--- src/sixp_pkg.sv ---
// ---------------------------------------------------------------------------
// Six-bit character pack/unpack package
// Shared types, constants and character mapping functions.
// ---------------------------------------------------------------------------
package sixp_pkg;

   localparam int ALPHA_SIZE     = 40;
   localparam int MAX_RESULTS    = 3;
   localparam int QUEUE_DEPTH    = 2;
   localparam int QUEUE_PTR_BITS = 1;
   localparam int QUEUE_CNT_BITS = 2;

   localparam logic [2:0] ADDR_MODE    = 3'd0;

   localparam logic       MODE_PACK    = 1'b0;
   localparam logic       MODE_UNPACK  = 1'b1;
   localparam logic [7:0] NEWLINE_CHAR = 8'd10;

   localparam logic [7:0] ALPHABET [ALPHA_SIZE] = '{
      "A", "B", "C", "D", "E", "F", "G", "H", "I", "J",
      "K", "L", "M", "N", "O", "P", "Q", "R", "S", "T",
      "U", "V", "W", "X", "Y", "Z", "0", "1", "2", "3",
      "4", "5", "6", "7", "8", "9", " ", "-", "/", "&"
   };

   typedef struct packed {
      logic [1:0]                  count;
      logic [MAX_RESULTS-1:0][7:0] data;
   } entry_type;

   typedef struct packed {
      logic mode;
      logic clear;
   } cfg_type;

   function automatic logic [5:0] char_to_code(input logic [7:0] c);
      logic [5:0] code;
      code = '0;
      for (int i = 0; i < ALPHA_SIZE; i++) begin
         if (c == ALPHABET[i]) begin
            code = 6'(i + 1);
         end
      end
      return code;
   endfunction

   function automatic logic [7:0] code_to_char(input logic [5:0] code);
      logic [7:0] c;
      if (code == 6'd0) begin
         c = NEWLINE_CHAR;
      end else if (code <= 6'(ALPHA_SIZE)) begin
         c = ALPHABET[code - 6'd1];
      end else begin
         c = 8'd0;
      end
      return c;
   endfunction

endpackage

--- src/sixp_front.sv ---
// ---------------------------------------------------------------------------
// Six-bit character pack/unpack front end
// Accepts input beats, updates the bit buffer and builds a result entry.
// ---------------------------------------------------------------------------
module sixp_front #(
   parameter int BLOCK_BITS = 48
) (
   input  logic               clock,
   input  logic               reset,
   input  sixp_pkg::cfg_type  cfg,
   input  logic               req_tvalid,
   output logic               req_tready,
   input  logic [7:0]         req_tdata,   // in_byte
   input  logic               req_tlast,   // in_last
   input  logic               queue_full,
   output logic               push,
   output sixp_pkg::entry_type push_data
);

   localparam int POS_BITS = $clog2(BLOCK_BITS + 8);

   logic [12:0]         buf_ff, buf_in;
   logic [3:0]          held_ff, held_in;
   logic [POS_BITS-1:0] pos_ff, pos_in;

   logic [12:0]         wide;
   logic [4:0]          held_t;
   logic [POS_BITS-1:0] pos_t;
   logic [7:0]          tail;
   logic [1:0]          n;
   logic [sixp_pkg::MAX_RESULTS-1:0][7:0] bytes;
   logic                accept;

   assign req_tready = !queue_full;
   assign accept     = req_tvalid && req_tready;

   always_comb begin
      wide   = buf_ff;
      held_t = {1'b0, held_ff};
      pos_t  = pos_ff;
      tail   = '0;
      n      = '0;
      bytes  = '0;
      if (cfg.mode == sixp_pkg::MODE_PACK) begin
         wide   = {buf_ff[6:0], sixp_pkg::char_to_code(req_tdata)};
         held_t = held_t + 5'd6;
         if (held_t >= 5'd8) begin
            bytes[n] = 8'(wide >> (held_t - 5'd8));
            n        = n + 2'd1;
            held_t   = held_t - 5'd8;
         end
         wide = wide & ((13'd1 << held_t) - 13'd1);
         if (req_tlast && held_t != 5'd0) begin
            tail = 8'(wide << (5'd8 - held_t));
            if (tail != 8'd0) begin
               bytes[n] = tail;
               n        = n + 2'd1;
            end
         end
      end else begin
         wide   = {buf_ff[4:0], req_tdata};
         held_t = held_t + 5'd8;
         pos_t  = pos_ff + POS_BITS'(8);
         for (int k = 0; k < 2; k++) begin
            if (held_t >= 5'd6) begin
               bytes[n] = sixp_pkg::code_to_char(6'(wide >> (held_t - 5'd6)));
               n        = n + 2'd1;
               held_t   = held_t - 5'd6;
            end
         end
         wide = wide & ((13'd1 << held_t) - 13'd1);
         if (pos_t >= POS_BITS'(BLOCK_BITS)) begin
            pos_t  = '0;
            held_t = '0;
            wide   = '0;
         end
         if (req_tlast && pos_t != '0) begin
            bytes[n] = sixp_pkg::NEWLINE_CHAR;
            n        = n + 2'd1;
         end
      end
   end

   always_comb begin
      buf_in  = buf_ff;
      held_in = held_ff;
      pos_in  = pos_ff;
      if (cfg.clear) begin
         buf_in  = '0;
         held_in = '0;
         pos_in  = '0;
      end else if (accept) begin
         if (req_tlast) begin
            buf_in  = '0;
            held_in = '0;
            pos_in  = '0;
         end else begin
            buf_in  = wide;
            held_in = held_t[3:0];
            pos_in  = pos_t;
         end
      end
   end

   assign push            = accept && (n != 2'd0);
   assign push_data.count = n;
   assign push_data.data  = bytes;

   always_ff @(posedge clock) begin
      if (reset) begin
         buf_ff  <= '0;
         held_ff <= '0;
         pos_ff  <= '0;
      end else begin
         buf_ff  <= buf_in;
         held_ff <= held_in;
         pos_ff  <= pos_in;
      end
   end

endmodule

--- src/sixp_fifo.sv ---
// ---------------------------------------------------------------------------
// Six-bit character pack/unpack entry queue
// Short queue of result entries between the front and back ends.
// ---------------------------------------------------------------------------
module sixp_fifo (
   input  logic                clock,
   input  logic                reset,
   input  logic                push,
   input  sixp_pkg::entry_type push_data,
   output logic                full,
   input  logic                pop,
   output sixp_pkg::entry_type pop_data,
   output logic                empty
);

   sixp_pkg::entry_type slots_ff [sixp_pkg::QUEUE_DEPTH];

   logic [sixp_pkg::QUEUE_PTR_BITS-1:0] wr_ptr_ff, wr_ptr_in;
   logic [sixp_pkg::QUEUE_PTR_BITS-1:0] rd_ptr_ff, rd_ptr_in;
   logic [sixp_pkg::QUEUE_CNT_BITS-1:0] cnt_ff, cnt_in;
   logic                                do_push, do_pop;

   assign full     = (cnt_ff == sixp_pkg::QUEUE_CNT_BITS'(sixp_pkg::QUEUE_DEPTH));
   assign empty    = (cnt_ff == '0);
   assign do_push  = push && !full;
   assign do_pop   = pop && !empty;
   assign pop_data = slots_ff[rd_ptr_ff];

   always_comb begin
      wr_ptr_in = wr_ptr_ff;
      rd_ptr_in = rd_ptr_ff;
      cnt_in    = cnt_ff;
      if (do_push) begin
         wr_ptr_in = (wr_ptr_ff == sixp_pkg::QUEUE_PTR_BITS'(sixp_pkg::QUEUE_DEPTH - 1))
                     ? '0 : wr_ptr_ff + 1'b1;
      end
      if (do_pop) begin
         rd_ptr_in = (rd_ptr_ff == sixp_pkg::QUEUE_PTR_BITS'(sixp_pkg::QUEUE_DEPTH - 1))
                     ? '0 : rd_ptr_ff + 1'b1;
      end
      if (do_push && !do_pop) begin
         cnt_in = cnt_ff + 1'b1;
      end else if (do_pop && !do_push) begin
         cnt_in = cnt_ff - 1'b1;
      end
   end

   always_ff @(posedge clock) begin
      if (do_push) begin
         slots_ff[wr_ptr_ff] <= push_data;
      end
   end

   always_ff @(posedge clock) begin
      if (reset) begin
         wr_ptr_ff <= '0;
         rd_ptr_ff <= '0;
         cnt_ff    <= '0;
      end else begin
         wr_ptr_ff <= wr_ptr_in;
         rd_ptr_ff <= rd_ptr_in;
         cnt_ff    <= cnt_in;
      end
   end

endmodule

--- src/sixp_back.sv ---
// ---------------------------------------------------------------------------
// Six-bit character pack/unpack back end
// Takes entries from the queue and sends their bytes one beat at a time.
// ---------------------------------------------------------------------------
module sixp_back (
   input  logic                clock,
   input  logic                reset,
   input  logic                queue_empty,
   input  sixp_pkg::entry_type queue_data,
   output logic                pop,
   output logic                rsp_tvalid,
   input  logic                rsp_tready,
   output logic [7:0]          rsp_tdata,   // out_byte
   output logic                rsp_tlast    // out_last_of_item
);

   sixp_pkg::entry_type cur_ff, cur_in;
   logic                valid_ff, valid_in;
   logic [1:0]          idx_ff, idx_in;
   logic                accept, final_beat;

   assign rsp_tvalid = valid_ff;
   assign rsp_tdata  = cur_ff.data[idx_ff];
   assign final_beat = (idx_ff == cur_ff.count - 2'd1);
   assign rsp_tlast  = final_beat;
   assign accept     = valid_ff && rsp_tready;
   assign pop        = !queue_empty && (!valid_ff || (accept && final_beat));

   always_comb begin
      cur_in   = cur_ff;
      valid_in = valid_ff;
      idx_in   = idx_ff;
      if (pop) begin
         cur_in   = queue_data;
         valid_in = 1'b1;
         idx_in   = '0;
      end else if (accept) begin
         if (final_beat) begin
            valid_in = 1'b0;
         end else begin
            idx_in = idx_ff + 2'd1;
         end
      end
   end

   always_ff @(posedge clock) begin
      cur_ff <= cur_in;
   end

   always_ff @(posedge clock) begin
      if (reset) begin
         valid_ff <= 1'b0;
         idx_ff   <= '0;
      end else begin
         valid_ff <= valid_in;
         idx_ff   <= idx_in;
      end
   end

endmodule

--- src/six_bit_char_pack_unpack_core.sv ---
// A result beat is registered in the queue, then in the back end's entry
// register, before it is offered. Throughput: one input beat per cycle while
// the two-entry queue has room; results (up to three per input beat) leave at
// one beat per cycle while rsp_tready is high, set by the single output port.
// Reset: mode returns to pack, the bit buffer and block count clear, the
// queue empties. A write to mode also clears the bit buffer and block count.
// ---------------------------------------------------------------------------
// Six-bit character pack/unpack core
// Packs characters into six-bit codes or unpacks codes back into characters.
// ---------------------------------------------------------------------------
module six_bit_char_pack_unpack_core #(
   parameter int BLOCK_BITS = 48
) (
   input  logic        clock,
   input  logic        reset,
   input  logic        req_tvalid,
   output logic        req_tready,
   input  logic [7:0]  req_tdata,    // in_byte
   input  logic        req_tlast,    // in_last
   output logic        rsp_tvalid,
   input  logic        rsp_tready,
   output logic [7:0]  rsp_tdata,    // out_byte
   output logic        rsp_tlast,    // out_last_of_item
   input  logic        csr_psel,
   input  logic        csr_penable,
   input  logic        csr_pwrite,
   input  logic [2:0]  csr_paddr,
   input  logic [31:0] csr_pwdata,
   output logic [31:0] csr_prdata,
   output logic        csr_pready
);

   logic                mode_ff, mode_in;
   logic                mode_wr;
   sixp_pkg::cfg_type   cfg;
   logic                push, pop, queue_full, queue_empty;
   sixp_pkg::entry_type push_data, pop_data;

   assign csr_pready = 1'b1;
   assign mode_wr    = csr_psel && csr_penable && csr_pwrite && csr_pready
                       && (csr_paddr == sixp_pkg::ADDR_MODE);
   assign mode_in    = mode_wr ? csr_pwdata[0] : mode_ff;
   assign csr_prdata = (csr_paddr == sixp_pkg::ADDR_MODE) ? {31'd0, mode_ff} : 32'd0;
   assign cfg.mode   = mode_ff;
   assign cfg.clear  = mode_wr;

   always_ff @(posedge clock) begin
      if (reset) begin
         mode_ff <= sixp_pkg::MODE_PACK;
      end else begin
         mode_ff <= mode_in;
      end
   end

   sixp_front #(
      .BLOCK_BITS(BLOCK_BITS)
   ) u_front (
      .clock      (clock),
      .reset      (reset),
      .cfg        (cfg),
      .req_tvalid (req_tvalid),
      .req_tready (req_tready),
      .req_tdata  (req_tdata),
      .req_tlast  (req_tlast),
      .queue_full (queue_full),
      .push       (push),
      .push_data  (push_data)
   );

   sixp_fifo u_fifo (
      .clock     (clock),
      .reset     (reset),
      .push      (push),
      .push_data (push_data),
      .full      (queue_full),
      .pop       (pop),
      .pop_data  (pop_data),
      .empty     (queue_empty)
   );

   sixp_back u_back (
      .clock       (clock),
      .reset       (reset),
      .queue_empty (queue_empty),
      .queue_data  (pop_data),
      .pop         (pop),
      .rsp_tvalid  (rsp_tvalid),
      .rsp_tready  (rsp_tready),
      .rsp_tdata   (rsp_tdata),
      .rsp_tlast   (rsp_tlast)
   );

endmodule
--- config.mk ---
export PLATFORM = sky130hd
export DESIGN_NAME = six_bit_char_pack_unpack_core
export DESIGN_NICKNAME = d
export VERILOG_FILES = /design/src/sixp_pkg.sv /design/src/sixp_front.sv /design/src/sixp_fifo.sv /design/src/sixp_back.sv /design/src/six_bit_char_pack_unpack_core.sv
export SDC_FILE = /design/constraint.sdc
export NUM_CORES = 1
export LEC_CHECK = 0
export BUFFER_PORTS_ARGS = -buffer_cell sky130_fd_sc_hd__buf_2
export CORE_MARGIN = 2
export CORE_UTILIZATION = 45
export CTS_CLUSTER_SIZE = 28
export DETAILED_ROUTE_END_ITERATION = 10
export SYNTH_ARGS = -nofsm -noshare
export SYNTH_HDL_FRONTEND = slang
export SYNTH_SLANG_ARGS = --single-unit
--- constraint.sdc ---
create_clock -name clock -period 7.35 [get_ports clock]
set_input_delay 0.735 -clock clock [delete_from_list [all_inputs] [get_ports clock]]
set_output_delay 0.735 -clock clock [all_outputs]
set_load 0.005 [all_outputs]
# [Yosys cells after proc, flatten, opt, wreduce, memory -nomap -nowiden]
# Memory sizes are Yosys's and may differ from the RTL's. A register that Yosys moved wholly into a read port is not among the register bits.
# Cells that the tools add are included.
[op_classes] shift=6 mux=107 reduce_logical=40 magnitude_cmp=15 bitwise=8 add_sub_neg=20 eq_ne=42
[ops] op="$eq A8 B7 Y1 const B" count=26
[ops] op="$mux W24" count=6
[ops] op="$mux W8" count=18
[ops] op="$eq A8 B6 Y1 const B" count=14
[ops] op="$mux W5" count=22
[ops] op="$mux W6" count=14
[ops] op="$bwmux W24" count=2
[ops] op="$demux W8 S2" count=3
[ops] op="$mux W4" count=11
[ops] op="$shr A13 B5 Y6" count=2
[ops] op="$mux W2" count=12
[ops] op="$mux W7" count=3
[ops] op="$and A18 B18 Y18" count=1
[ops] op="$not A18 Y18" count=1
[ops] op="$logic_and A1 B1 Y1" count=17
[ops] op="$bmux W8 S2" count=1
[ops] op="$ge A7 B7 Y1 const B" count=2
[ops] op="$not A6 Y7" count=2
[ops] op="$and A13 B13 Y13" count=1
[ops] op="$shl A1 B5 Y13 const A" count=1
[ops] op="$shl A13 B5 Y8" count=1
[ops] op="$shr A13 B5 Y8" count=1
[ops] op="$sub A13 B1 Y13 const B" count=1
[ops] op="$le A6 B6 Y1 const B" count=2
[ops] op="35 further kinds" count=74
[totals] rom_bits=1024 memories=3 regBits=25 elab_cells=250 mem_bits_rw=52 in_bits=51 output_inout_bits=44
[memory_table] name="(no name shown)" depth=64 word_bits=8 read_ports=1 rd_clocked_by_memory_dff=0 write_ports=0 line="sixp_pkg.sv:52" rtl="c = ALPHABET[code - 6'd1];"
[memory_table] name="(no name shown)" depth=64 word_bits=8 read_ports=1 rd_clocked_by_memory_dff=0 write_ports=0 line="sixp_pkg.sv:52"
[memory_table] name="u_fifo.slots_ff" depth=2 word_bits=26 read_ports=1 rd_clocked_by_memory_dff=1 write_ports=1 line="sixp_fifo.sv:16" rtl="sixp_pkg::entry_type slots_ff [sixp_pkg::QUEUE_DEPTH];"

# [Longest topological paths before layout]
[depth] word_depth=55 ltp_mapped=29 ltp_nobuf=25

# [Hierarchy]
# A second synthesis with hierarchy kept.
[unflattened] hier_cells=901 area_unflattened_um2=8395.6
[by_module_without_submodules] module="sixp_front" cells_each=677 area_per_inst_um2=4809.6 instances=1
[by_module_without_submodules] module="sixp_fifo" cells_each=106 area_per_inst_um2=2092.0 instances=1
[by_module_without_submodules] module="sixp_back" cells_each=77 area_per_inst_um2=1174.9 instances=1
[by_module_without_submodules] module="six_bit_char_pack_unpack_core" cells_each=41 area_per_inst_um2=319.1 instances=1

# [Worst setup path before layout]
# Ideal clock, no wire load.
[synth_timing] path_kind="reg2reg" start="register u_front.held_ff[1]" end="memory u_fifo.slots_ff[0][0] (netlist bit), enable pin" arrival_ns=5.528 path_buffers=3 setup_slack_ns=1.427 synth_period_minus_slack_ns=5.923 stages_incl_launch_ff=24 cell_sequence="dfxtp_1 -> buf_2 -> inv_2 -> buf_1 -> ha_1 -> xnor2_2 -> inv_1 -> buf_2 -> ha_1 -> a31o_2 -> a211oi_1 -> nor2_1 -> nand2_1 -> ha_1 -> xnor2_1 -> a21oi_1 -> a32oi_1 -> o311a_1 -> nand4_1 -> ha_1 -> mux2i_1 -> mux2i_1 -> o21bai_2 -> nor2_1"
[synth_rtl] element="from (decl)" line="sixp_front.sv:23" rtl="logic [3:0] held_ff, held_in;"
[synth_rtl] element="from (signal assigned)" line="sixp_front.sv:116" rtl="held_ff <= held_in;"
[synth_rtl] element="to (decl)" line="sixp_fifo.sv:16"

==> results.json <==
{
  "nNetsFinal": 904,
  "area_growth_pct": 6.702,
  "min_period_over_period": 0.8543,
  "nFillCells": 1490,
  "finalSetupViolCount": 0,
  "syn_area_sq_um": 7243,
  "fin_cells": 1043,
  "powerDensity_nw_per_um2": 277.0,
  "cts_setup_buffers": 0,
  "required_ps": 7630,
  "dp_slack_ps": 1271,
  "hold_buffers": 0,
  "hp-class": "register to register",
  "worst_pin_slew_ps": 927.5,
  "port_buffers": 31,
  "setup_ws_ps": 1071,
  "max_freq_mhz": 159.3,
  "grt_max_degree": 67,
  "final-seq-area_sq_um": 2193,
  "r2r_slack_ps": 1070,
  "min_path_cells": 1,
  "total_power_w": 0.002141,
  "cts_tree": "built",
  "rows": 46,
  "vias": 6380,
  "yosysMostFrequentCell": "nor2_1",
  "crit_start": "u_front.held_ff[2]",
  "diodes": 0,
  "crit_path_start_kind": "register",
  "path_cells": "inv_1 > ha_1 > xnor2_2 > inv_1 > ha_1 > nor3b_1 > a211oi_1 > buf_4 > nor2_1 > nand2_1 > ha_1 > a311oi_1 > o21ai_0 > o32ai_1 > a221oi_1 > nand4_1 > ha_1 > mux2i_1 > mux2i_1 > o21bai_2 > inv_1 > ha_1 > or3_1 > a21oi_1",
  "p_leak_nw": 2.901,
  "cp-end-kind": "register",
  "ys_seq_elements": 81,
  "post_cts_resize_count": 0,
  "core_area_sq_um": 15830,
  "die_area_sq_um": 17130,
  "cp_top_family": "adder cells",
  "clockBufferDepth": 2,
  "synth_edf_count": 57,
  "slowest_delay_ps": 570,
  "worstPathArrival_ps": 6560,
  "fp.dieW_microns": 130.9,
  "viasPerCell": 6.117,
  "grt_first_pass_wirelength_microns": 31180,
  "cts_sinks": 81,
  "synth_top_cell_by_area": "edfxtp_1",
  "slowest_stage": "dfxtp_1",
  "synth_area_leaders": "edfxtp_1 24%, dfxtp_1 6.6%, ha_1 5.4%",
  "path_clk_slew_ps": 70,
  "synth_warnings": 0,
  "cts-root-buf": "clkbuf_16",
  "hold_violations": 0,
  "antenna_found_initial": 0,
  "wl_microns": 19900,
  "drt_iter0_markers": 580,
  "cp_max_fo": 11,
  "whs_endpoint": "u_front.pos_ff[2]",
  "io_pins": 95,
  "slew_headroom": 0.3816,
  "syn_avg_cell_area_sq_um": 8.855,
  "cp_common_cell": "ha_1",
  "final.setup_skew_ps": 9.365,
  "status": "completed",
  "h-tree-depth": 3,
  "ant_nets": 0,
  "synth_commonest_cells": "73 x nor2_1, 60 x nand2_1, 57 x edfxtp_1",
  "drc": 0,
  "ff2ff_path_depth": 24,
  "crit_type": "register to register",
  "rsz0062_at_grt": "false",
  "cts_buffers": 9,
  "ys_seq_area_frac": 0.3026,
  "setup-tns-final_ps": 0,
  "async_reset_ff_frac": 0,
  "ir_worst_vdd_mv": 0.1222,
  "hpwlAfterDp_microns": 14780,
  "dieHeight_microns": 130.9,
  "slew_violations": 0,
  "first_pass_iters": 5,
  "cap_violations": 0,
  "finalCriticalPeriod_ps": 6279,
  "r2r_end": "u_fifo.cnt_ff[1]",
  "dpl.cell_count": 1027,
  "synth.top_cell.area_share": 0.2363,
  "grt_remaining_overflow": 0,
  "clk_latency_ps": 340,
  "drive_gt1_frac": 0.1669,
  "multi_input_area_sq_um": 4577,
  "crit_buf_inv": 4,
  "globalRouteTotalUtil": 0.2348,
  "gp_congestion": 0.9441,
  "grt_pass1_vias": 5802,
  "routedWlPerCell_microns": 19.08,
  "r2r_start": "u_front.held_ff[2]",
  "synthCells": 818,
  "synthFlopType": "edfxtp_1",
  "synth.distinct_cells": 102,
  "holdCritStartpoint": "u_front.pos_ff[2]",
  "start_util": 0.4576
}
-- metrics by stage --
stage / hold WS (ps) / util / cell area [sq um]
floorplan: 430.8 / - / 7363
global placement: 443.4 / 0.4685 / 7415
detailed placement: 450.4 / 0.4685 / 7415
CTS: 469.1 / 0.4883 / 7729
global route: 504.9 / 0.4883 / 7729
finish: 465.1 / 0.4883 / 7729
-- worst reg2reg max path, delay by kind of cell, from the launching register on --
family / cells / cell delay (ps)
AO/OA/AOI/OAI: 7 / 1600
XOR/XNOR: 1 / 390
adder cells (fa/ha/maj): 5 / 1670
buffers and inverters: 4 / 660
flip-flops: 1 / 570
multiplexers: 2 / 290
AND/OR/NAND/NOR: 5 / 1020
-- how the worst max path moves through the flow --
stage                                  endpoint  slack [ps]  depth (start not counted)
after floorplan           u_fifo.slots_ff[0][0]        1430                         23
after global placement         u_fifo.cnt_ff[1]        1400                         24
after detailed placement       u_fifo.cnt_ff[1]        1270                         24
after CTS                      u_fifo.cnt_ff[1]        1240                         24
after global routing           u_fifo.cnt_ff[1]         670                         24
final                          u_fifo.cnt_ff[1]        1070                         24
-- report_power, final --
part	internal, W	total (W)	switching (W)
Clock	0.000270	0.000469	0.000199
Sequential	0.000607	0.000658	0.0000512
Combinational	0.000384	0.00101	0.000629
Total	0.00126	0.00214	0.000880
-- routing by layer --
| layer | routed length (microns) | vias to the layer above | global-route usage |
|---|---|---|---|
| met2 | 9367 | 299 | 0.3873 |
| li1 | - | 3008 | - |
| met1 | 8709 | 3044 | 0.3218 |
| met4 | 385 | 0 | 0.06571 |
| met5 | 0 | - | 0 |
| met3 | 1438 | 29 | 0.03624 |
-- cells by family after synthesis --
kind of cell    count (synthesis)  synth area share
simple gates                  272            0.1914
compound gates                234            0.2301
buf+inv                       117           0.08257
flops                          81            0.3026
mux                            57            0.1004
fa+ha+maj                      31           0.05355
other cells                     2          0.001037
xor+xnor                       24           0.03835
-- cell usage in the layout, fill, tap and decap left out, drive strengths merged, types with 5 or more instances in the layout --
master / instances
a22oi: 12
o211a: 5
nor3: 20
dfxtp: 24
a21o: 10
o21ai: 62
nand4: 8
nor2b: 13
a211oi: 7
o32ai: 5
and3: 5
nand3: 25
inv: 34
mux4: 10
o211ai: 9
nand2: 61
nor2: 74
a32oi: 9
a31oi: 9
a221oi: 5
o31ai: 6
buf: 42
xor2: 11
edfxtp: 57
ha: 31
mux2: 25
mux2i: 22
xnor2: 11
a21oi: 36
o22ai: 6
or2: 10
nor4: 7
clkinv: 7
and2: 15
nand2b: 7
conb: 34
clkbuf: 9
nand3b: 7
-- state kept, by name, summed over array words and instances (netlist names), 2 cells and up --
register         cells
u_fifo.slots_ff     38
u_back.cur_ff       19
u_front.buf_ff       7
u_front.pos_ff       6
u_front.held_ff      3
u_back.idx_ff        2
u_fifo.cnt_ff        2
-- final cells by class --
type	count	area share
clock buffers	9	0.02914
repair buffers	42	0.03076
flip-flops and latches	81	0.2838
inverters	36	0.01765
multi-input cells	652	0.5922
well taps	216	0.03497
clock inverters	7	0.01149
(Power assumes the default switching activity.)
